<file path="src/sv/bhpq_pkg.sv">
`timescale 1ns / 1ps
// Shared types, codes and defaults for the binary heap priority queue.
// No dependencies; every other file but bhpq_ram.sv refers to it by scoped names.
package bhpq_pkg;

  localparam int CAPACITY_DEF  = 1024;
  localparam int KEY_BITS_DEF  = 32;
  localparam int KEY_IN_W      = 32;
  localparam int ENTRY_COUNT_W = 11;

  typedef enum logic {
    REQ_PUSH = 1'b0,
    REQ_POP  = 1'b1
  } req_type_t;

  typedef enum logic [1:0] {
    ST_OK    = 2'd0,
    ST_EMPTY = 2'd1,
    ST_FULL  = 2'd2
  } status_t;

  typedef enum logic {
    CFG_MIN_FIRST   = 1'b0,
    CFG_SIGNED_KEYS = 1'b1
  } cfg_idx_t;

  typedef struct packed {
    logic min_first;
    logic signed_keys;
  } cfg_t;

  typedef struct packed {
    logic [KEY_IN_W-1:0]      popped_key;
    status_t                  status;
    logic [KEY_IN_W-1:0]      top_key;
    logic                     top_valid;
    logic [ENTRY_COUNT_W-1:0] entry_count;
  } rsp_t;

endpackage

</file>
<file path="src/sv/bhpq_ctrl.sv">
`timescale 1ns / 1ps
// Heap sequencer: push sift-up and pop sift-down over the heap RAM, root cache.
// Depends on bhpq_pkg; drives the ports of one bhpq_ram instance.
module bhpq_ctrl #(
  parameter int CAPACITY = bhpq_pkg::CAPACITY_DEF,
  parameter int KEY_BITS = bhpq_pkg::KEY_BITS_DEF
) (
  input  logic                          clk,
  input  logic                          rst,
  input  bhpq_pkg::cfg_t                cfg,
  input  logic                          req_valid,
  output logic                          req_ready,
  input  bhpq_pkg::req_type_t           req_type,
  input  logic [bhpq_pkg::KEY_IN_W-1:0] key_in,
  output logic                          res_valid,
  input  logic                          res_ready,
  output bhpq_pkg::rsp_t                res,
  output logic                          wr_en,
  output logic [$clog2(CAPACITY)-1:0]   wr_addr,
  output logic [KEY_BITS-1:0]           wr_data,
  output logic                          rd_en,
  output logic [$clog2(CAPACITY)-1:0]   rd_addr,
  input  logic [KEY_BITS-1:0]           rd_data
);

  localparam int ADDR_W    = $clog2(CAPACITY);
  localparam int CNT_W     = $clog2(CAPACITY + 1);
  localparam int EXT_W     = ADDR_W + 2;
  localparam int KEY_OUT_W = bhpq_pkg::KEY_IN_W;
  localparam int OUT_CNT_W = bhpq_pkg::ENTRY_COUNT_W;

  typedef enum logic [3:0] {
    S_IDLE,
    S_UP_RD,
    S_UP_CMP,
    S_LAST_RD,
    S_LAST_WAIT,
    S_DN_RDR,
    S_DN_CMP,
    S_DN_FIN,
    S_DONE
  } state_t;

  state_t                state;
  logic [CNT_W-1:0]      count;
  logic [ADDR_W-1:0]     pos;
  logic [KEY_BITS-1:0]   key;
  logic [KEY_BITS-1:0]   ldata;
  logic [KEY_BITS-1:0]   root;
  logic [KEY_BITS-1:0]   popped;
  bhpq_pkg::status_t     status;

  // true when a ranks strictly above b under the current ordering
  function automatic logic above(input logic [KEY_BITS-1:0] a, input logic [KEY_BITS-1:0] b,
                                 input logic min_first, input logic signed_keys);
    logic [KEY_BITS-1:0] x;
    logic [KEY_BITS-1:0] y;
    x = a;
    y = b;
    if (signed_keys) begin
      x[KEY_BITS-1] = ~x[KEY_BITS-1];
      y[KEY_BITS-1] = ~y[KEY_BITS-1];
    end
    return min_first ? (x < y) : (x > y);
  endfunction

  logic [ADDR_W-1:0] pos_m1;
  logic [ADDR_W-1:0] parent;
  logic [ADDR_W-1:0] lchild;
  logic [ADDR_W-1:0] rchild;
  logic [EXT_W-1:0]  rchild_ext;
  logic              r_in;
  logic [CNT_W-1:0]  half;
  logic              up_move;
  logic              l_up;
  logic              r_up;
  logic [KEY_BITS-1:0] best_data;
  logic [ADDR_W-1:0] new_pos;
  logic [ADDR_W-1:0] new_lchild;
  logic              more;

  always_comb begin
    pos_m1     = pos - ADDR_W'(1);
    parent     = pos_m1 >> 1;
    lchild     = ADDR_W'({pos, 1'b1});
    rchild     = lchild + ADDR_W'(1);
    rchild_ext = EXT_W'({pos, 1'b1}) + EXT_W'(1);
    r_in       = rchild_ext < EXT_W'(count);
    half       = count >> 1;
    up_move    = above(key, rd_data, cfg.min_first, cfg.signed_keys);
    l_up       = above(ldata, key, cfg.min_first, cfg.signed_keys);
    best_data  = l_up ? ldata : key;
    r_up       = r_in && above(rd_data, best_data, cfg.min_first, cfg.signed_keys);
    new_pos    = r_up ? rchild : lchild;
    new_lchild = ADDR_W'({new_pos, 1'b1});
    more       = CNT_W'(new_pos) < half;
  end

  // memory port control
  always_comb begin
    wr_en   = 1'b0;
    wr_addr = pos;
    wr_data = key;
    rd_en   = 1'b0;
    rd_addr = pos;
    unique case (state)
      S_UP_RD: begin
        if (pos == '0) begin
          wr_en = 1'b1;
        end else begin
          rd_en   = 1'b1;
          rd_addr = parent;
        end
      end
      S_UP_CMP: begin
        wr_en   = 1'b1;
        wr_data = up_move ? rd_data : key;
      end
      S_LAST_RD: begin
        rd_en   = 1'b1;
        rd_addr = ADDR_W'(count);
      end
      S_LAST_WAIT: begin
        if (half == '0) begin
          wr_en   = 1'b1;
          wr_addr = '0;
          wr_data = rd_data;
        end else begin
          rd_en   = 1'b1;
          rd_addr = ADDR_W'(1);
        end
      end
      S_DN_RDR: begin
        rd_en   = 1'b1;
        rd_addr = rchild;
      end
      S_DN_CMP: begin
        wr_en   = 1'b1;
        wr_data = r_up ? rd_data : (l_up ? ldata : key);
        if ((r_up || l_up) && more) begin
          rd_en   = 1'b1;
          rd_addr = new_lchild;
        end
      end
      S_DN_FIN: begin
        wr_en = 1'b1;
      end
      default: begin
      end
    endcase
  end

  always_ff @(posedge clk) begin
    if (rst) begin
      state <= S_IDLE;
      count <= '0;
    end else begin
      unique case (state)
        S_IDLE: begin
          if (req_valid) begin
            status <= bhpq_pkg::ST_OK;
            popped <= '0;
            if (req_type == bhpq_pkg::REQ_PUSH) begin
              if (count == CNT_W'(CAPACITY)) begin
                status <= bhpq_pkg::ST_FULL;
                state  <= S_DONE;
              end else begin
                key   <= KEY_BITS'(key_in);
                pos   <= count[ADDR_W-1:0];
                count <= count + CNT_W'(1);
                state <= S_UP_RD;
              end
            end else begin
              if (count == '0) begin
                status <= bhpq_pkg::ST_EMPTY;
                state  <= S_DONE;
              end else begin
                popped <= root;
                count  <= count - CNT_W'(1);
                state  <= (count == CNT_W'(1)) ? S_DONE : S_LAST_RD;
              end
            end
          end
        end
        S_UP_RD: begin
          state <= (pos == '0) ? S_DONE : S_UP_CMP;
        end
        S_UP_CMP: begin
          if (up_move) begin
            pos   <= parent;
            state <= S_UP_RD;
          end else begin
            state <= S_DONE;
          end
        end
        S_LAST_RD: begin
          state <= S_LAST_WAIT;
        end
        S_LAST_WAIT: begin
          key   <= rd_data;
          pos   <= '0;
          state <= (half == '0) ? S_DONE : S_DN_RDR;
        end
        S_DN_RDR: begin
          ldata <= rd_data;
          state <= S_DN_CMP;
        end
        S_DN_CMP: begin
          if (r_up || l_up) begin
            pos   <= new_pos;
            state <= more ? S_DN_RDR : S_DN_FIN;
          end else begin
            state <= S_DONE;
          end
        end
        S_DN_FIN: begin
          state <= S_DONE;
        end
        S_DONE: begin
          if (res_ready) begin
            state <= S_IDLE;
          end
        end
        default: begin
          state <= S_IDLE;
        end
      endcase
    end
  end

  // root shadow: follows every write to the top entry
  always_ff @(posedge clk) begin
    if (wr_en && wr_addr == '0) begin
      root <= wr_data;
    end
  end

  assign req_ready       = (state == S_IDLE);
  assign res_valid       = (state == S_DONE);
  assign res.popped_key  = KEY_OUT_W'(popped);
  assign res.status      = status;
  assign res.top_key     = (count != '0) ? KEY_OUT_W'(root) : '0;
  assign res.top_valid   = (count != '0);
  assign res.entry_count = OUT_CNT_W'(count);

endmodule

</file>
<file path="config.mk">
export PLATFORM = sky130hd
export DESIGN_NAME = bhpq_ctrl
export DESIGN_NICKNAME = d
export VERILOG_FILES = /design/src/sv/bhpq_pkg.sv /design/src/sv/bhpq_ctrl.sv
export SDC_FILE = /design/constraint.sdc
export NUM_CORES = 1
export LEC_CHECK = 0
export BUFFER_PORTS_ARGS = -buffer_cell sky130_fd_sc_hd__buf_2
export CORE_ASPECT_RATIO = 1.75
export CORE_MARGIN = 3
export CORE_UTILIZATION = 45
export CTS_CLUSTER_DIAMETER = 30
export DETAILED_ROUTE_END_ITERATION = 10
export PLACE_DENSITY = 0.69
export RECOVER_POWER = 100
export SYNTH_ARGS = -nofsm -noshare
export SYNTH_HDL_FRONTEND = slang
export SYNTH_SLANG_ARGS = --single-unit
</file>
<file path="constraint.sdc">
create_clock -name clk -period 11.3 [get_ports clk]
set_clock_uncertainty 0.1 [all_clocks]
set_input_delay 2.825 -clock clk [delete_from_list [all_inputs] [get_ports clk]]
set_output_delay 2.825 -clock clk [all_outputs]
set_load 0.05 [all_outputs]
</file>
==> results_tabular.tex <==
\begin{tabular}{lr}
\hline
Metric & Value \\
\hline
\multicolumn{2}{l}{\textbf{Final layout}} \\
\quad Most common cell after layout, fill and taps aside & edfxtp\_1 \\
\quad P\&R area growth vs syn & 23.3\% \\
\quad Final Core Density & roughly 57\% \\
\quad Fraction of layout cells with a size suffix above 1 & between 20 and 25\% \\
\quad Count of nets after finishing & around 1500 \\
\quad Number of standard cells in the layout, taps in and fillers out & about 1600 \\
\quad Filler cell count in the final layout & between 2000 and 2500 \\
\quad Most frequent cells in the layout & 140 x edfxtp\_1, 116 x ha\_1, 99 x buf\_2 \\
\multicolumn{2}{l}{\textbf{Drt}} \\
\quad DR pass1 iterations & 5 \\
\quad DRC violations left & 0 \\
\quad Number of nets with antenna violations after routing & 0 \\
\quad Initial DRC Count & between 600 and 700 \\
\quad DR vias & $\sim$9700 \\
\quad Average wire per standard cell & between 20 and 25 um \\
\quad Via-to-Cell Ratio & 5.86 \\
\quad Wire length reported by the detailed router & roughly 37 mm \\
\multicolumn{2}{l}{\textbf{Logic synthesis}} \\
\quad Synth Instances & about 1100 \\
\quad Biggest area consumer among synthesized cells & edfxtp\_1 \\
\quad Seq/Total Area, Yosys & between 40\% and 50\% \\
\quad Syn nets & approximately 1300 \\
\quad Number of enable flip-flop cells after synthesis & 140 \\
\quad Cell types occupying the most area after synthesis & edfxtp\_1 38\%, ha\_1 13\%, mux2\_2 3.4\%, a221o\_1 3.4\%, nor2\_1 3.2\% \\
\quad Mean area per synthesized cell & 10.2 um\^{}2 \\
\quad Number of synthesis warnings & 0 \\
\quad Yosys reg bits & around 160 \\
\quad Most used DFF post-synth & edfxtp\_1 \\
\quad Library cells used by synthesis & between 70 and 80 \\
\quad Combined area of all synthesized cells & roughly 11000 um\^{}2 \\
\quad Share of the synthesized area in the top cell type & between 30\% and 40\% \\
\quad FFs w/ async S/R, synth & 0\% \\
\multicolumn{2}{l}{\textbf{Worst hold path}} \\
\quad HP Start & count[10]\$\_SDFFE\_PP0P\_ \\
\quad Number of cells on the worst hold path & 2 \\
\quad Type of the worst min-delay path & flip-flop to flip-flop \\
\quad End point of the worst hold path & count[10]\$\_SDFFE\_PP0P\_ \\
\multicolumn{2}{l}{\textbf{Floorplanning}} \\
\quad Starting Density & a little under half \\
\quad Total core area & between 20000 and 25000 um\^{}2 \\
\quad Die span in y & around 210 um \\
\quad Die Span X & 125 um \\
\quad Overall die area & about 27000 um\^{}2 \\
\quad Number of rows in the core area & 75 \\
\quad Top-level I/O count & roughly 200 \\
\multicolumn{2}{l}{\textbf{Setup path}} \\
\quad Reg2reg start & key[30]\$\_DFFE\_PP\_ \\
\quad R2R depth & 29 \\
\quad Critical Setup Path Class & input pin to output port \\
\quad Startpoint types & input pin \\
\quad Crit path arrival time & 8430 ps \\
\quad CP Capture Type & output port \\
\quad Required time reported for the critical path endpoint & approximately 8400 ps \\
\quad Timing startpoint of the critical path & cfg[0] \\
\quad FF-to-FF End & state[1]\$\_SDFFE\_PP0P\_ \\
\quad Top fanout value on the critical path & 9 \\
\quad Worst setup slack for register-to-register paths & between 4000 and 5000 ps \\
\multicolumn{2}{l}{\textbf{Pwr}} \\
\quad Highest ir drop seen on vdd & between 0.0002 and 0.00025 V \\
\quad Power density normalized to cell area & approximately 300 nW/um\^{}2 \\
\quad Leakage power & about 5.7 nW \\
\multicolumn{2}{l}{\textbf{STA}} \\
\quad PnR worst setup slack & -50.8 ps \\
\quad Final setup violating endpoints & 3 \\
\quad Setup repair after global routing missed its margin & yes \\
\quad Number of pins with negative max-slew slack in the final report & 247 \\
\quad Final Hold Viols & 0 \\
\quad Share of the clock period used by the worst path & 100\% \\
\quad Tightest Pin Transition & between 3000 and 4000 ps \\
\quad Final min period & approximately 11000 ps \\
\quad Headroom to the max-slew limit & -127\% \\
\quad Max frequency & a little under 90 MHz \\
\multicolumn{2}{l}{\textbf{Run status}} \\
\quad Failing checks & max-capacitance violations, max-slew violations, negative setup slack \\
\quad Result of the run & finished, violations left \\
\multicolumn{2}{l}{\textbf{Clocking}} \\
\quad Clock sink count & about 160 \\
\quad Root Buffer & clkbuf\_16 \\
\quad Max Buffers Root-to-Sink & 2 \\
\quad Clock tree from TritonCTS & done \\
\quad CTS H-Tree Depth & 4 \\
\quad Skew-Pair Late Insertion Delay & approximately 460 ps \\
\quad Post-CTS clock slew at the launch and capture registers of the worst setup and hold paths & $\sim$70 ps \\
\quad Number of buffers added by the clock tree synthesis step & 17 \\
\multicolumn{2}{l}{\textbf{GRT}} \\
\quad Global router's overall resource usage & a little over a quarter \\
\quad Initial antenna violation count & 2 \\
\quad Global-route wire length before repair & between 50 and 60 mm \\
\quad Final global-route overflow total & 0 \\
\quad Maximum number of pins on one net before global-route repair & between 60 and 70 \\
\quad Via count of the first global-routing pass & between 9000 and 10000 \\
\multicolumn{2}{l}{\textbf{Place}} \\
\quad Post-DP HPWL & 27.9 mm \\
\quad GP Congestion & about 1.0 \\
\quad Number of input and output port buffers inserted & between 200 and 250 \\
\quad Number of cells in the design after placement & between 1500 and 2000 \\
\multicolumn{2}{l}{\textbf{Job}} \\
\quad \# Max-Cap Violations & 6 \\
\hline
\end{tabular}
-- worst max-delay path, cell delays in order --
cell and delay (ps):
buf_6 100, nor3b_2 190, nor3_2 60, nor4_2 270, mux2_4 410, buf_12 180
mux2i_2 210, ha_1 280, nand4_1 150, nor3_1 70, a221o_1 330, or3_4 380
o211a_4 270, buf_6 140, nand3_1 70, xor2_1 190, inv_1 100, ha_1 280
nand2_1 80, or4_4 560, o2111a_1 270, a31oi_4 280, a21o_1 220, inv_2 80
o221ai_2 200, buf_6 190
-- power by group --
part / total [W] / internal (W) / switching (W) / leakage [nW]
sequential: 0.000931 / 0.000785 / 0.000146 / 1.41
clock: 0.000638 / 0.000362 / 0.000276 / 0.316
combinational: 0.00256 / 0.000767 / 0.00180 / 3.96
-- per-layer routing --
layer | routed length, um | track usage [%] | share of wire [%] | vias up
li1 | - | - | - | 4532
met5 | 0 | 0 | 0 | -
met2 | 20400 | 52.9 | 55 | 361
met1 | 12800 | 27.1 | 35 | 4680
met3 | 1780 | 5.31 | 4.8 | 96
met4 | 1840 | 14.8 | 5.0 | 0
-- final cells by class --
class	count	area (um^2)	share of cell area (%)
flip-flops and latches	155	4500	32.9
clock inverters	15	229	1.67
inverters	86	323	2.36
clock buffers	17	425	3.11
repair buffers	276	1560	11.4
multi-input cells	790	6260	45.7
well taps	308	385	2.81
diodes	2	5.00	0.0365
-- cells in the mapped netlist, types with 6 or more instances --
cell,number
or3_1,7
and2_1,41
a21oi_1,54
a21o_1,16
inv_1,85
ha_1,119
nand3_1,34
nand4_1,24
nand2b_1,6
a211oi_1,12
mux2i_1,7
nor3_1,21
mux2_2,34
clkbuf_1,40
nor2b_1,9
o211ai_1,9
nor2_1,96
a221oi_1,7
a221o_1,38
dfxtp_1,15
xnor2_1,21
buf_2,10
mux2i_2,25
o21ai_1,9
nand2_1,49
o21ai_0,26
and3_1,37
xor2_1,14
edfxtp_1,140
-- logic make-up (layout without fill, tap and decap cells) --
group	Yosys count	count (layout)	share of synthesized area [%]
flip-flops	155	155	40.5
XOR/XNOR	35	35	2.76
adder cells (fa/ha/maj)	119	119	13.4
AND/OR/NAND/NOR	345	345	15.8
multiplexers	67	67	7.31
AO/OA/AOI/OAI	224	224	14.6
buffers and inverters	144	394	5.52
other	0	2	0
-- worst max-delay path by stage --
stage            endpoint  slack, ps  depth (start not counted)
5_1_grt        rd_addr[2]       -300                         26
3_5_place_dp   rd_addr[6]       -170                         26
3_3_place_gp   rd_addr[8]        -60                         28
2_1_floorplan  rd_addr[2]        -90                         25
6_report       rd_addr[2]        -50                         26
4_1_cts        rd_addr[6]         20                         26
-- sequential cells by signal, indices dropped and copies added, names as in the netlist --
signal and flops:
root 32, popped 32, ldata 32, pos 10, key 32, count 11, state 4, status 2
-- repair_timing --
| action | 4_1_cts | 5_1_grt |
|---|---|---|
| hold buffers | 0 | 0 |
| endpoints found under the setup margin | 10 | 11 |
| pin swaps | 0 | 20 |
| resized for setup | 6 | 66 |
| hold endpoints to repair | 0 | 0 |
| setup buffers | 0 | 6 |
-- stage by stage --
step / worst slack (ps) / setup TNS [ps] / hold slack [ps] / total power, W / cell area [um^2]
2_1_floorplan: -90.0 / -90.0 / 445 / 0.00270 / 11200
3_3_place_gp: -61.3 / -201 / 416 / 0.00340 / 12800
3_5_place_dp: -175 / -954 / 426 / 0.00342 / 12800
4_1_cts: 15.9 / 0 / 438 / 0.00407 / 13500
5_1_grt: -302 / -2510 / 485 / 0.00435 / 13700
6_report: -50.8 / -99.8 / 441 / 0.00413 / 13700
No activity file was read; power rests on OpenSTA's default activity.
